`config.mk`:
```
export PLATFORM = sky130hd
export DESIGN_NAME = numeric_hash_mersenne61_core
export DESIGN_NICKNAME = d
export VERILOG_FILES = /design/src/rtl/nhm61_pkg.sv /design/src/rtl/nhm61_sign_out.sv /design/src/rtl/numeric_hash_mersenne61_core.sv
export VERILOG_INCLUDE_DIRS = /design/src /design/src/rtl
export SDC_FILE = /design/constraint.sdc
export NUM_CORES = 1
export LEC_CHECK = 0
export ABC_AREA = 1
export ABC_CLOCK_PERIOD_IN_PS = 10500
export BUFFER_PORTS_ARGS = -buffer_cell sky130_fd_sc_hd__buf_2
export CAP_MARGIN = 0
export CORE_AREA = 4 4 220 222
export DETAILED_ROUTE_END_ITERATION = 12
export DIE_AREA = 0 0 224 226
export GPL_ROUTABILITY_DRIVEN = 0
export PLACE_DENSITY_LB_ADDON = 0.3
export SLEW_MARGIN = 20
export SYNTH_ARGS = -nofsm -noshare
export SYNTH_HDL_FRONTEND = slang
export SYNTH_SLANG_ARGS = --single-unit
```
`constraint.sdc`:
```
create_clock -name clk -period 10.5 [get_ports clk]
set_input_delay 2.1 -clock clk [delete_from_list [all_inputs] [get_ports clk]]
set_output_delay 2.1 -clock clk [all_outputs]
set_load 0.03 [all_outputs]
```
`src/rtl/numeric_hash_mersenne61_core_macros.svh`:
```
// ---------------------------------------------------------------------------
// Numeric hash core assertion macros
// Short forms for the concurrent checks used by the numeric hash RTL.
// ---------------------------------------------------------------------------
`ifndef NUMERIC_HASH_MERSENNE61_CORE_MACROS_SVH
`define NUMERIC_HASH_MERSENNE61_CORE_MACROS_SVH

`ifndef NO_ASSERTIONS

// The consequent must hold in the same cycle as the antecedent.
`define NHM61_ASSERT_IMPL(label, clk, rst, ante, cons) \
  label: assert property (@(posedge clk) disable iff (rst) (ante) |-> (cons)) \
    else $error("numeric hash check failed");

// The consequent must hold in the cycle after the antecedent.
`define NHM61_ASSERT_NEXT(label, clk, rst, ante, cons) \
  label: assert property (@(posedge clk) disable iff (rst) (ante) |=> (cons)) \
    else $error("numeric hash check failed");

`else

`define NHM61_ASSERT_IMPL(label, clk, rst, ante, cons)
`define NHM61_ASSERT_NEXT(label, clk, rst, ante, cons)

`endif

`endif

```
`src/rtl/nhm61_pkg.sv`:
```
`timescale 1ns / 1ps
// ---------------------------------------------------------------------------
// Numeric hash package
// Widths, constants, shared types and the 61-bit rotate for the hash core.
// ---------------------------------------------------------------------------
package nhm61_pkg;

  // Operand and result widths.
  localparam int DATA_W = 64;
  localparam int HASH_BITS = 61;
  localparam int OUT_W = HASH_BITS + 1;
  localparam int RM_W = 6;

  // The Mersenne prime 2^61 - 1 and the infinity hash.
  localparam logic [HASH_BITS-1:0] HASH_MOD = {HASH_BITS{1'b1}};
  localparam logic [HASH_BITS-1:0] HASH_INF = HASH_BITS'(314159);

  // Binary64 field layout.
  localparam int FRAC_W = 52;
  localparam int EXPF_W = 11;
  localparam int MANT_W = FRAC_W + 1;

  // The biased exponent plus this offset equals the true exponent plus
  // 18 * 61, which keeps the value to be reduced mod 61 non-negative.
  localparam int EXP_OFS = 18 * HASH_BITS - 1075;
  localparam int EXQ_W = 12;

  // Division by 61 as a multiply by a scaled reciprocal. The error term
  // stays far below one part in 61 over the exponent range.
  localparam int RECIP_SH = 20;
  localparam int RECIP_K = ((1 << RECIP_SH) + HASH_BITS - 1) / HASH_BITS;
  localparam int RECIP_W = 15;
  localparam int PROD_W = EXQ_W + RECIP_W;
  localparam int QUOT_W = PROD_W - RECIP_SH;

  // Control that travels with a magnitude into the sign stage.
  typedef struct packed {
    logic valid;
    logic neg;
  } nhm61_ctl_t;

  // Rotate a 61-bit value left by r places, r below 61.
  function automatic logic [HASH_BITS-1:0] rotl61(input logic [HASH_BITS-1:0] x,
                                                   input logic [RM_W-1:0] r);
    logic [2*HASH_BITS-1:0] w;
    w = {x, x} << r;
    return w[2*HASH_BITS-1:HASH_BITS];
  endfunction

endpackage

```
`src/rtl/nhm61_sign_out.sv`:
```
`timescale 1ns / 1ps
// ---------------------------------------------------------------------------
// Numeric hash sign stage
// Puts the sign back on a reduced magnitude, replaces -1 by -2, and holds
// the result and its strobe in the output register.
// ---------------------------------------------------------------------------
module nhm61_sign_out (
  input  logic                                   clk,
  input  logic                                   rst,
  input  nhm61_pkg::nhm61_ctl_t                  ctl,
  input  logic [nhm61_pkg::HASH_BITS-1:0]        mag,
  output logic                                   done,
  output logic signed [nhm61_pkg::OUT_W-1:0]     hash_value
);
  import nhm61_pkg::*;

  logic [HASH_BITS-1:0] mag_fix;
  logic [OUT_W-1:0]     hash_next;

  // A negative result of magnitude one is moved to two.
  always_comb begin
    mag_fix = mag;
    if (ctl.neg && (mag == HASH_BITS'(1))) begin
      mag_fix = HASH_BITS'(2);
    end
    if (ctl.neg) begin
      hash_next = OUT_W'(0) - {1'b0, mag_fix};
    end else begin
      hash_next = {1'b0, mag_fix};
    end
  end

  // Output strobe.
  always_ff @(posedge clk) begin
    if (rst) begin
      done <= 1'b0;
    end else begin
      done <= ctl.valid;
    end
  end

  // Output payload.
  always_ff @(posedge clk) begin
    if (ctl.valid) begin
      hash_value <= hash_next;
    end
  end

endmodule

```
`src/rtl/numeric_hash_mersenne61_core.sv`:
```
`timescale 1ns / 1ps
`include "numeric_hash_mersenne61_core_macros.svh"
// ---------------------------------------------------------------------------
// Numeric hash modulo 2^61 - 1
// Hashes a signed 64-bit integer or a binary64 bit pattern, chosen by mode,
// into a signed 62-bit value so that equal numbers hash alike.
// ---------------------------------------------------------------------------
//
//  Channel   Handshake       Payload
//  -------   -------------   ----------------------------------
//  input     start / busy    mode, int_value, float_bits
//  result    done            hash_value
//
// One beat enters per clock while busy is low. Its result passes through the
// five register stages (input, decode, fold or exponent remainder, reduce or
// rotate, sign) and then shows on done; the input register loads at the
// accepting edge itself. busy is high only while rst is high; a synchronous
// reset clears every valid bit, so beats in flight are dropped. The receiver
// cannot stall, so the pipeline never holds.
// ---------------------------------------------------------------------------
module numeric_hash_mersenne61_core (
  input  logic                                   clk,
  input  logic                                   rst,
  input  logic                                   start,
  output logic                                   busy,
  input  logic                                   mode,
  input  logic signed [nhm61_pkg::DATA_W-1:0]    int_value,
  input  logic [nhm61_pkg::DATA_W-1:0]           float_bits,
  output logic                                   done,
  output logic signed [nhm61_pkg::OUT_W-1:0]     hash_value
);
  import nhm61_pkg::*;

  // Stage 0: input register.
  logic              v0;
  logic              mode0;
  logic [DATA_W-1:0] ival0;
  logic [DATA_W-1:0] fbits0;

  // Stage 1: decode.
  logic              v1;
  logic              mode1;
  logic              neg1;
  logic              nan1;
  logic              inf1;
  logic [DATA_W-1:0] mag1;
  logic [MANT_W-1:0] mant1;
  logic [EXQ_W-1:0]  exq1;
  logic [QUOT_W-1:0] quot1;

  // Stage 2: first fold and exponent remainder.
  logic               v2;
  logic               mode2;
  logic               neg2;
  logic               nan2;
  logic               inf2;
  logic [OUT_W-1:0]   sum2;
  logic [MANT_W-1:0]  mant2;
  logic [RM_W-1:0]    rm2;

  // Stage 3: final reduction or rotation.
  logic               v3;
  logic               mode3;
  logic               neg3;
  logic [HASH_BITS-1:0] mag3;

  // Combinational values between stages.
  logic [EXPF_W-1:0]  ef0;
  logic [EXPF_W-1:0]  efe0;
  logic [EXQ_W-1:0]   exq_next;
  logic [PROD_W-1:0]  prod_next;
  logic [EXQ_W-1:0]   qm_next;
  logic [EXQ_W-1:0]   rm_wide;
  logic [HASH_BITS-1:0] fold_next;
  logic [HASH_BITS-1:0] mag_next;
  logic               neg_next;
  nhm61_ctl_t         ctl3;

  assign busy = rst;

  // Valid bits travel with the data.
  always_ff @(posedge clk) begin
    if (rst) begin
      v0 <= 1'b0;
      v1 <= 1'b0;
      v2 <= 1'b0;
      v3 <= 1'b0;
    end else begin
      v0 <= start;
      v1 <= v0;
      v2 <= v1;
      v3 <= v2;
    end
  end

  // Input beat capture.
  always_ff @(posedge clk) begin
    if (start && !busy) begin
      mode0  <= mode;
      ival0  <= int_value;
      fbits0 <= float_bits;
    end
  end

  // Exponent decode: subnormals share the exponent of the smallest normal.
  always_comb begin
    ef0       = fbits0[DATA_W-2 -: EXPF_W];
    efe0      = (ef0 == '0) ? EXPF_W'(1) : ef0;
    exq_next  = EXQ_W'(efe0) + EXQ_W'(EXP_OFS);
    prod_next = PROD_W'(exq_next) * PROD_W'(RECIP_K);
  end

  // Stage 1: absolute value of the integer, field split of the double.
  always_ff @(posedge clk) begin
    mode1 <= mode0;
    if (mode0) begin
      neg1 <= fbits0[DATA_W-1];
    end else begin
      neg1 <= ival0[DATA_W-1];
    end
    mag1  <= ival0[DATA_W-1] ? (DATA_W'(0) - ival0) : ival0;
    nan1  <= (ef0 == '1) && (fbits0[FRAC_W-1:0] != '0);
    inf1  <= (ef0 == '1) && (fbits0[FRAC_W-1:0] == '0);
    mant1 <= {(ef0 != '0), fbits0[FRAC_W-1:0]};
    exq1  <= exq_next;
    quot1 <= prod_next[PROD_W-1:RECIP_SH];
  end

  // Remainder of the exponent by 61.
  always_comb begin
    qm_next = EXQ_W'(quot1) * EXQ_W'(HASH_BITS);
    rm_wide = exq1 - qm_next;
  end

  // Stage 2: the high bits of the magnitude fold onto the low 61 bits.
  always_ff @(posedge clk) begin
    mode2 <= mode1;
    neg2  <= neg1;
    nan2  <= nan1;
    inf2  <= inf1;
    sum2  <= OUT_W'(mag1[HASH_BITS-1:0]) + OUT_W'(mag1[DATA_W-1:HASH_BITS]);
    mant2 <= mant1;
    rm2   <= rm_wide[RM_W-1:0];
  end

  // Second fold for integers; class select and rotation for doubles.
  always_comb begin
    fold_next = sum2[HASH_BITS-1:0] + HASH_BITS'(sum2[OUT_W-1]);
    if (fold_next == HASH_MOD) begin
      fold_next = '0;
    end
    neg_next = neg2;
    if (!mode2) begin
      mag_next = fold_next;
    end else if (nan2) begin
      mag_next = '0;
      neg_next = 1'b0;
    end else if (inf2) begin
      mag_next = HASH_INF;
    end else begin
      mag_next = rotl61(HASH_BITS'(mant2), rm2);
    end
  end

  // Stage 3 register.
  always_ff @(posedge clk) begin
    mode3 <= mode2;
    neg3  <= neg_next;
    mag3  <= mag_next;
  end

  // Stage 4: sign and output register.
  always_comb begin
    ctl3.valid = v3;
    ctl3.neg   = neg3;
  end

  nhm61_sign_out u_sign (
    .clk        (clk),
    .rst        (rst),
    .ctl        (ctl3),
    .mag        (mag3),
    .done       (done),
    .hash_value (hash_value)
  );

  // Checks.
  `NHM61_ASSERT_IMPL(a_never_minus_one, clk, rst, done, hash_value != '1)
  `NHM61_ASSERT_IMPL(a_latency, clk, rst, start && !busy, ##5 done)
  `NHM61_ASSERT_IMPL(a_int_reduced, clk, rst, v3 && !mode3, mag3 != HASH_MOD)
  `NHM61_ASSERT_NEXT(a_pos_sign, clk, rst, v3 && !neg3, !hash_value[OUT_W-1])

endmodule

```
==> results of run 1 <==
-- worst min path at each step --
stage,from,end,slack [ns],cells past startpoint
6_report,neg1,neg2,0.32,0
5_1_grt,mant1[4],mant2[4],0.33,0
2_1_floorplan,inf1,inf2,0.31,0
3_5_place_dp,nan1,nan2,0.31,0
3_3_place_gp,nan1,nan2,0.31,0
4_1_cts,mant1[1],mant2[1],0.31,0
-- registers in the layout, indices dropped and copies added, names as in the netlist, 6 cells and up --
signal,cells
mant2,53
fbits0,64
mag3,61
rm2,6
quot1,6
mant1,53
ival0,64
mag1,64
exq1,6
sum2,62
u_sign.hash_value,62
-- placed cells by master, fill, tap and decap left out, types with 7 or more instances in the layout --
cell type                   Yosys  routed
sky130_fd_sc_hd__clkinv_2       0       7
sky130_fd_sc_hd__or2_2         39      39
sky130_fd_sc_hd__mux2i_1       14      14
sky130_fd_sc_hd__clkbuf_8       0      10
sky130_fd_sc_hd__a21oi_1       64      64
sky130_fd_sc_hd__nor3_1        75      74
sky130_fd_sc_hd__edfxtp_1     191     191
sky130_fd_sc_hd__buf_2          7     195
sky130_fd_sc_hd__a31oi_1       11      11
sky130_fd_sc_hd__nor4_1        49      49
sky130_fd_sc_hd__o21a_1         9       9
sky130_fd_sc_hd__fa_1          28      28
sky130_fd_sc_hd__nand2_1      947     947
sky130_fd_sc_hd__xnor2_1       70      70
sky130_fd_sc_hd__xor2_1       154     154
sky130_fd_sc_hd__buf_4          1      13
sky130_fd_sc_hd__nor2_1       424     423
sky130_fd_sc_hd__nand4_1       64      64
sky130_fd_sc_hd__inv_1        373     376
sky130_fd_sc_hd__ha_1         101     101
sky130_fd_sc_hd__clkbuf_16      0      54
sky130_fd_sc_hd__o211ai_1      44      44
sky130_fd_sc_hd__nand3_1      289     289
sky130_fd_sc_hd__o21ai_0      178     178
sky130_fd_sc_hd__dfxtp_1      325     320
sky130_fd_sc_hd__nand2_2        7       7
-- cells by family after synthesis --
family / after synthesis / synth area share, %
muxes: 14 / 0.499
DFF: 516 / 43.6
AOI/OAI and AO/OA: 325 / 6.49
xor gates and xnor gates: 224 / 6.98
buffers and inverters: 488 / 6.72
adders and majority gates: 129 / 6.49
and+or+nand+nor: 1926 / 29.3
-- final cells by class --
| class | instances | area (um^2) |
|---|---|---|
| tap | 607 | 759 |
| clock buffer | 67 | 1500 |
| fill | 3840 | 15100 |
| clock inverter | 27 | 313 |
| timing repair buffer | 208 | 1070 |
| multi-input combinational | 2618 | 14000 |
| inverter | 380 | 1430 |
| sequential | 516 | 12200 |
-- through the flow --
stage / worst slack (ns) / utilization [%] / hold slack [ns] / total power [W]
detailed placement: 4.13 / 63.6 / 0.312 / 0.00642
finish: 4.08 / 67.5 / 0.317 / 0.00842
global placement: 4.28 / 63.6 / 0.311 / 0.00635
CTS: 4.11 / 67.5 / 0.311 / 0.00835
floorplan: 2.31 / - / 0.310 / 0.00547
global route: 3.66 / 67.5 / 0.330 / 0.00900
-- where the power goes --
group,internal [W],switching (W)
Clock,0.00114,0.000772
Sequential,0.00243,0.000344
Combinational,0.00128,0.00245
-- routing by layer --
metal	up-vias	GRT usage (%)	share of wire, %
li1	12117	-	-
met1	10910	35.6	41
met2	1034	46.8	46
met3	225	4.35	7.4
met4	0	14.2	5.6
met5	-	0	0
==> results.rst, run 1 <==
.. list-table::
   :header-rows: 1

   * - Metric
     - Value
   * - Critical path buffer and inverter count
     - 6
   * - Gate Count Post-Synth
     - approximately 3600
   * - Worst r2r dst
     - quot1[4]
   * - Clock tree from TritonCTS
     - built
   * - Leading cell type by number of instances after synthesis
     - sky130_fd_sc_hd__nand2_1
   * - Category of the most critical setup path
     - reg2reg
   * - Remaining antenna violation count
     - 0
   * - Post-DR wirelength/cell
     - ~16 um
   * - Via count of the first global-routing pass
     - 22798
   * - Final cell area excluding filler cells
     - 31300 um^2
   * - Antenna Cells
     - 0
   * - Post CTS Setup Buffer Count
     - 0
   * - Starting density of the core
     - between 60% and 70%
   * - Critical Path RT
     - 10.98 ns
   * - Launching element type of the critical path
     - register
   * - Total standard cell area after synthesis
     - 28100 um^2
   * - Endpoint kind of the worst setup timing path
     - register
   * - Initial DRC Count
     - 2350
   * - Core outline area
     - between 40000 and 50000 um^2
   * - Area contributors post-synth
     - sky130_fd_sc_hd__dfxtp_1 (23%), sky130_fd_sc_hd__edfxtp_1 (20%), sky130_fd_sc_hd__nand2_1 (13%), sky130_fd_sc_hd__nor2_1 (5.7%), sky130_fd_sc_hd__nand3_1 (5.1%)
   * - Row Count
     - 79
   * - RSZ-0062 raised after global routing
     - no
   * - Cell class contributing the biggest share of worst-path delay
     - adder cells
   * - Clock root buffer
     - sky130_fd_sc_hd__clkbuf_16
   * - Commonest cells in the netlist
     - sky130_fd_sc_hd__nand2_1 (947), sky130_fd_sc_hd__nor2_1 (424), sky130_fd_sc_hd__inv_1 (373)
   * - Fraction of registers with async set or reset after synthesis
     - 0%
   * - Largest buffer count on any clock path
     - 3
   * - VDD IR max
     - 0.203 mV
   * - Post-layout min period
     - about 6.4 ns
   * - DRC errors left
     - 0
   * - Vias after detailed routing
     - 24286
   * - Top-area cell type share of the netlist area
     - between 20 and 25%
   * - Worst skew pair latency
     - 0.61 ns
   * - Depth of the most critical reg-to-reg path
     - 27
   * - Synth Warn #
     - 0
   * - Status
     - complete, no violations
   * - Vias per std cell
     - 5.49
   * - Worst clock skew
     - 0.0262 ns
   * - Most frequent cell on the critical path
     - sky130_fd_sc_hd__inv_1
   * - Post-synth cell types
     - 48
   * - Die height
     - 226 um
   * - Mean cell area of the mapped netlist
     - just under 8 um^2
   * - Sequential area share after synthesis
     - between 40% and 50%
   * - Critical R2R Launch
     - fbits0[57]
   * - HPWL after DPL
     - 56.2 mm
   * - WP depth
     - 27
   * - Number of antenna violations at the first check in global routing
     - 0
   * - Clock transition at path regs
     - 0.07 ns
   * - Reg2reg setup slack
     - just over 4 ns
   * - Area growth from synthesis to layout
     - 11.4%
   * - Total congestion overflow
     - 0
   * - Slowest Stage Delay on Critical Path
     - 0.53 ns
   * - Worst Tran Pin Value
     - 1.10 ns
   * - Resized cells post-CTS
     - 0
   * - Layout cell share with drive strength beyond 1
     - 9.75%
   * - Global-route wire length before repair
     - 115 mm
   * - Number of flops mapped to enable cells by yosys
     - 191
   * - Number of pins exceeding their max-slew limit in the final report
     - 0
   * - CP endpoint
     - quot1[4]
   * - Tot GR Track Use
     - 28.0%
   * - Arrival time of the worst setup path
     - 6.89 ns
   * - Die area
     - 50600 um^2
   * - Number of buffer cells added on primary ports
     - 195
   * - Worst min path class
     - reg2reg
   * - Post-detailed-placement cell area
     - 29500 um^2
   * - Leakage power
     - 13.9 nW
   * - Most used flip-flop cell after synthesis
     - sky130_fd_sc_hd__dfxtp_1
   * - MaxCap Viol Count
     - 0
   * - Largest net degree at the start of global routing
     - 79
   * - Power Density
     - 269 nW/um^2
   * - Count of H-tree levels built during CTS
     - 2
   * - Final setup viols
     - 0
   * - Post-synth top area cell
     - sky130_fd_sc_hd__dfxtp_1
   * - Sum Neg Setup Slack
     - 0 ns
   * - Die boundary width
     - around 220 um
   * - F_max
     - 0.156 GHz
   * - Cell with the biggest individual delay on the critical path
     - sky130_fd_sc_hd__fa_1
   * - Final hold viol count
     - 0
   * - Final clock period utilization by the worst path
     - 61.1%
   * - Post-synth net total
     - 3883
   * - Post-route non-filler standard cell count
     - 4423
   * - Detailed Route WL
     - 72.5 mm
   * - First-pass iteration count of the detailed router
     - 6
   * - Hold-fix buffers, CTS
     - 0
   * - #FFs+latches synth
     - 516
   * - Critical-path maximum fanout
     - 6
   * - TritonCTS Sinks
     - 516
   * - Worst setup path startpoint
     - fbits0[57]
   * - Post-layout net count
     - about 4000
   * - Io pins
     - 196
   * - Max-slew headroom at the worst pin
     - 26.5%
   * - Inst Count DP
     - about 4300
   * - TritonCTS Buffers
     - 50
(Power assumes the default switching activity.)
==> inputs of run 2 (changes only) <==
--- a/config.mk
+++ b/config.mk
@@ -7,12 +7,12 @@
 export NUM_CORES = 1
 export LEC_CHECK = 0
 export ABC_AREA = 1
-export ABC_CLOCK_PERIOD_IN_PS = 10500
+export ABC_CLOCK_PERIOD_IN_PS = 5600
 export BUFFER_PORTS_ARGS = -buffer_cell sky130_fd_sc_hd__buf_2
 export CAP_MARGIN = 0
-export CORE_AREA = 4 4 220 222
+export CORE_AREA = 4 4 232 234
 export DETAILED_ROUTE_END_ITERATION = 12
-export DIE_AREA = 0 0 224 226
+export DIE_AREA = 0 0 236 238
 export GPL_ROUTABILITY_DRIVEN = 0
 export PLACE_DENSITY_LB_ADDON = 0.3
 export SLEW_MARGIN = 20
==> constraint.sdc (replaced) <==
create_clock -name clk -period 5.6 [get_ports clk]
set_input_delay 1.12 -clock clk [delete_from_list [all_inputs] [get_ports clk]]
set_output_delay 1.12 -clock clk [all_outputs]
set_load 0.03 [all_outputs]
==> run 2 against run 1 <==
- the flow now finishes with violations (DRC)
- cell count rose by 2.7%
- global-route usage fell by 2.3 points
- power is 93% higher
- sequential power up 88%
- register-to-register slack worse by 4.1 ns
- combinational power up 100%
- first-iteration DRC count shrank 2.9%
- worst setup slack worse by 4.1 ns
- worst hold slack worse by 0.0062 ns
- critical endpoint is now quot1[0]
- largest cell class unchanged
- largest power group unchanged
==> results.rst, run 2 (synthesized netlist as in run 1, its figures left out) <==
.. list-table::
   :header-rows: 1

   * - Metric
     - Value
   * - First-pass iteration count of the detailed router
     - 12
   * - Via count of the first global-routing pass
     - 22880
   * - Hold-fix buffers, CTS
     - 0
   * - Global-route wire length before repair
     - 118 mm
   * - Post-detailed-placement cell area
     - 29800 um^2
   * - Post-layout net count
     - 4076
   * - Share of total power in sequential cells
     - 32.1%
   * - Worst clock skew
     - 0.0218 ns
   * - Area growth from synthesis to layout
     - 13.8%
   * - Worst skew pair latency
     - around 0.6 ns
   * - Number of antenna violations at the first check in global routing
     - 0
   * - Highest-count cells in the layout ignoring fill and taps
     - sky130_fd_sc_hd__nand2_1 (941), sky130_fd_sc_hd__nor2_1 (420), sky130_fd_sc_hd__inv_1 (361)
   * - Clock tree from TritonCTS
     - built
   * - Final hold viol count
     - 0
   * - RSZ-0062 raised after global routing
     - yes
   * - Power Density
     - between 500 and 600 nW/um^2
   * - Starting density of the core
     - 54.0%
   * - Tot GR Track Use
     - 25.8%
   * - Switch share
     - a little over two fifths
   * - Relative contribution of the clock network to total power
     - between 20% and 30%
   * - Row Count
     - 84
   * - Status
     - finished, violations left
   * - Violated checks
     - DRC
   * - Critical Path RT
     - 6.09 ns
   * - Number of buffer cells added on primary ports
     - 195
   * - Int Pwr
     - 0.00925 W
   * - Net load switching power
     - between 0.006 and 0.007 W
   * - Part of the total power dissipated in combinational logic
     - a little under half
   * - Die boundary width
     - 236 um
   * - Sum Neg Setup Slack
     - 0 ns
   * - Largest buffer count on any clock path
     - 3
   * - Setup slack after layout
     - approximately 0.018 ns
   * - Cell class contributing the biggest share of worst-path delay
     - adder cells
   * - Cell with the biggest individual delay on the critical path
     - sky130_fd_sc_hd__fa_2
   * - Post-DR wirelength/cell
     - 16.4 um
   * - HPWL after DPL
     - 57.7 mm
   * - Worst slack after detailed placement
     - -0.349 ns
   * - Endpoint kind of the worst setup timing path
     - register
   * - Vias after detailed routing
     - 24319
   * - Max-slew headroom at the worst pin
     - 27.3%
   * - Arrival time of the worst setup path
     - 6.07 ns
   * - TritonCTS Buffers
     - 50
   * - Filler instances
     - 4584
   * - Leading cell type in the layout, fill and taps excluded
     - sky130_fd_sc_hd__nand2_1
   * - Final cell area excluding filler cells
     - 32000 um^2
   * - Critical-path maximum fanout
     - 5
   * - Worst Tran Pin Value
     - roughly 1.1 ns
   * - Critical path buffer and inverter count
     - 19
   * - MaxCap Viol Count
     - 0
   * - F_max
     - 0.179 GHz
   * - Number of pins exceeding their max-slew limit in the final report
     - 0
   * - Layout cell share with drive strength beyond 1
     - 12.0%
   * - Slowest Stage Delay on Critical Path
     - 0.51 ns
   * - Die height
     - 238 um
   * - DRC errors left
     - 1
   * - Core outline area
     - 52000 um^2
   * - Most frequent cell on the critical path
     - sky130_fd_sc_hd__buf_4
   * - Inst Count DP
     - around 4400
   * - Initial DRC Count
     - 2282
   * - TritonCTS Sinks
     - about 520
   * - Final clock period utilization by the worst path
     - 99.7%
   * - Post-layout min period
     - roughly 5.6 ns
   * - Worst min path class
     - reg2reg
   * - VDD IR max
     - ~0.41 mV
   * - Clock transition at path regs
     - 0.06 ns
   * - Category of the most critical setup path
     - reg2reg
   * - Leakage power
     - 14.0 nW
   * - Largest net degree at the start of global routing
     - between 90 and 100
   * - Die area
     - between 50000 and 60000 um^2
   * - Clock root buffer
     - sky130_fd_sc_hd__clkbuf_16
   * - Count of H-tree levels built during CTS
     - 2
   * - Launching element type of the critical path
     - register
   * - Detailed Route WL
     - 74.7 mm
   * - Total congestion overflow
     - 0
   * - Antenna Cells
     - 0
   * - Remaining antenna violation count
     - 0
   * - Power consumption
     - roughly 0.016 W
   * - Final setup viols
     - 0
   * - Vias per std cell
     - 5.35
   * - Largest registers in the final layout
     - fbits0 (64), ival0 (64), mag1 (64)
   * - Reg2reg setup slack
     - 0.02 ns
   * - Post-route non-filler standard cell count
     - 4544
   * - Io pins
     - 196
## run 2: cell types whose count changed in the layout (fill, tap and decap cells not counted), sizes merged
cell	delta
buf	+41
inv	-8
clkinv	+6
clkinvlp	+2
bufinv	-1
## run 2: metrics by stage
stage / hold slack (ns) / util [%]
floorplan: 0.310 / -
global placement: 0.310 / 57.2
detailed placement: 0.312 / 57.2
CTS: 0.315 / 61.0
global route: 0.330 / 61.5
finish: 0.311 / 61.5
## run 2: final timing paths
kind	start	endpoint	cells after the start
max	fbits0[57]	quot1[0]	32
max reg2reg	fbits0[57]	quot1[0]	32
min	mant1[4]	mant2[4]	0
min reg2reg	mant1[4]	mant2[4]	0
## run 2: area by class of cell
| type | instances | area (um^2) | area share, % |
|---|---|---|---|
| inverter | 380 | 1430 | 4.46 |
| sequential | 516 | 12200 | 38.3 |
| clock inverter | 26 | 278 | 0.868 |
| timing repair buffer | 249 | 1390 | 4.36 |
| clock buffer | 67 | 1480 | 4.63 |
| tap | 688 | 861 | 2.69 |
| multi-input combinational | 2618 | 14300 | 44.7 |
## run 2: layer usage
layer	share of wire (%)	GRT usage [%]	up-vias
met5	0	0	-
met2	46	42.7	944
met3	6.1	3.49	221
met1	42	33.7	10967
met4	5.4	12.0	0
li1	-	-	12187
## run 2: power groups by stage
stage | Combinational [W] | Clock (W) | Sequential, W
floorplan | 0.00525 | 0 | 0.00500
finish | 0.00753 | 0.00348 | 0.00520
global placement | 0.00674 | 0 | 0.00524
detailed placement | 0.00685 | 0 | 0.00525
CTS | 0.00704 | 0.00355 | 0.00518
global route | 0.00834 | 0.00371 | 0.00527
## run 2: what timing repair did
action,in CTS,in global routing
endpoints found under the setup margin,6,6
setup buffers,14,8
endpoints found under the hold margin,0,0
pin swaps,27,32
resized for setup,29,35
## run 2: worst reg2reg max path: cells and delay by family (launching register included)
kind / cells / cell delay, ns
adders and majority gates: 6 / 2.09
buffers and inverters: 19 / 2.00
and+or+nand+nor: 4 / 0.63
DFF: 1 / 0.38
xor gates and xnor gates: 2 / 0.28
AOI/OAI and AO/OA: 1 / 0.10
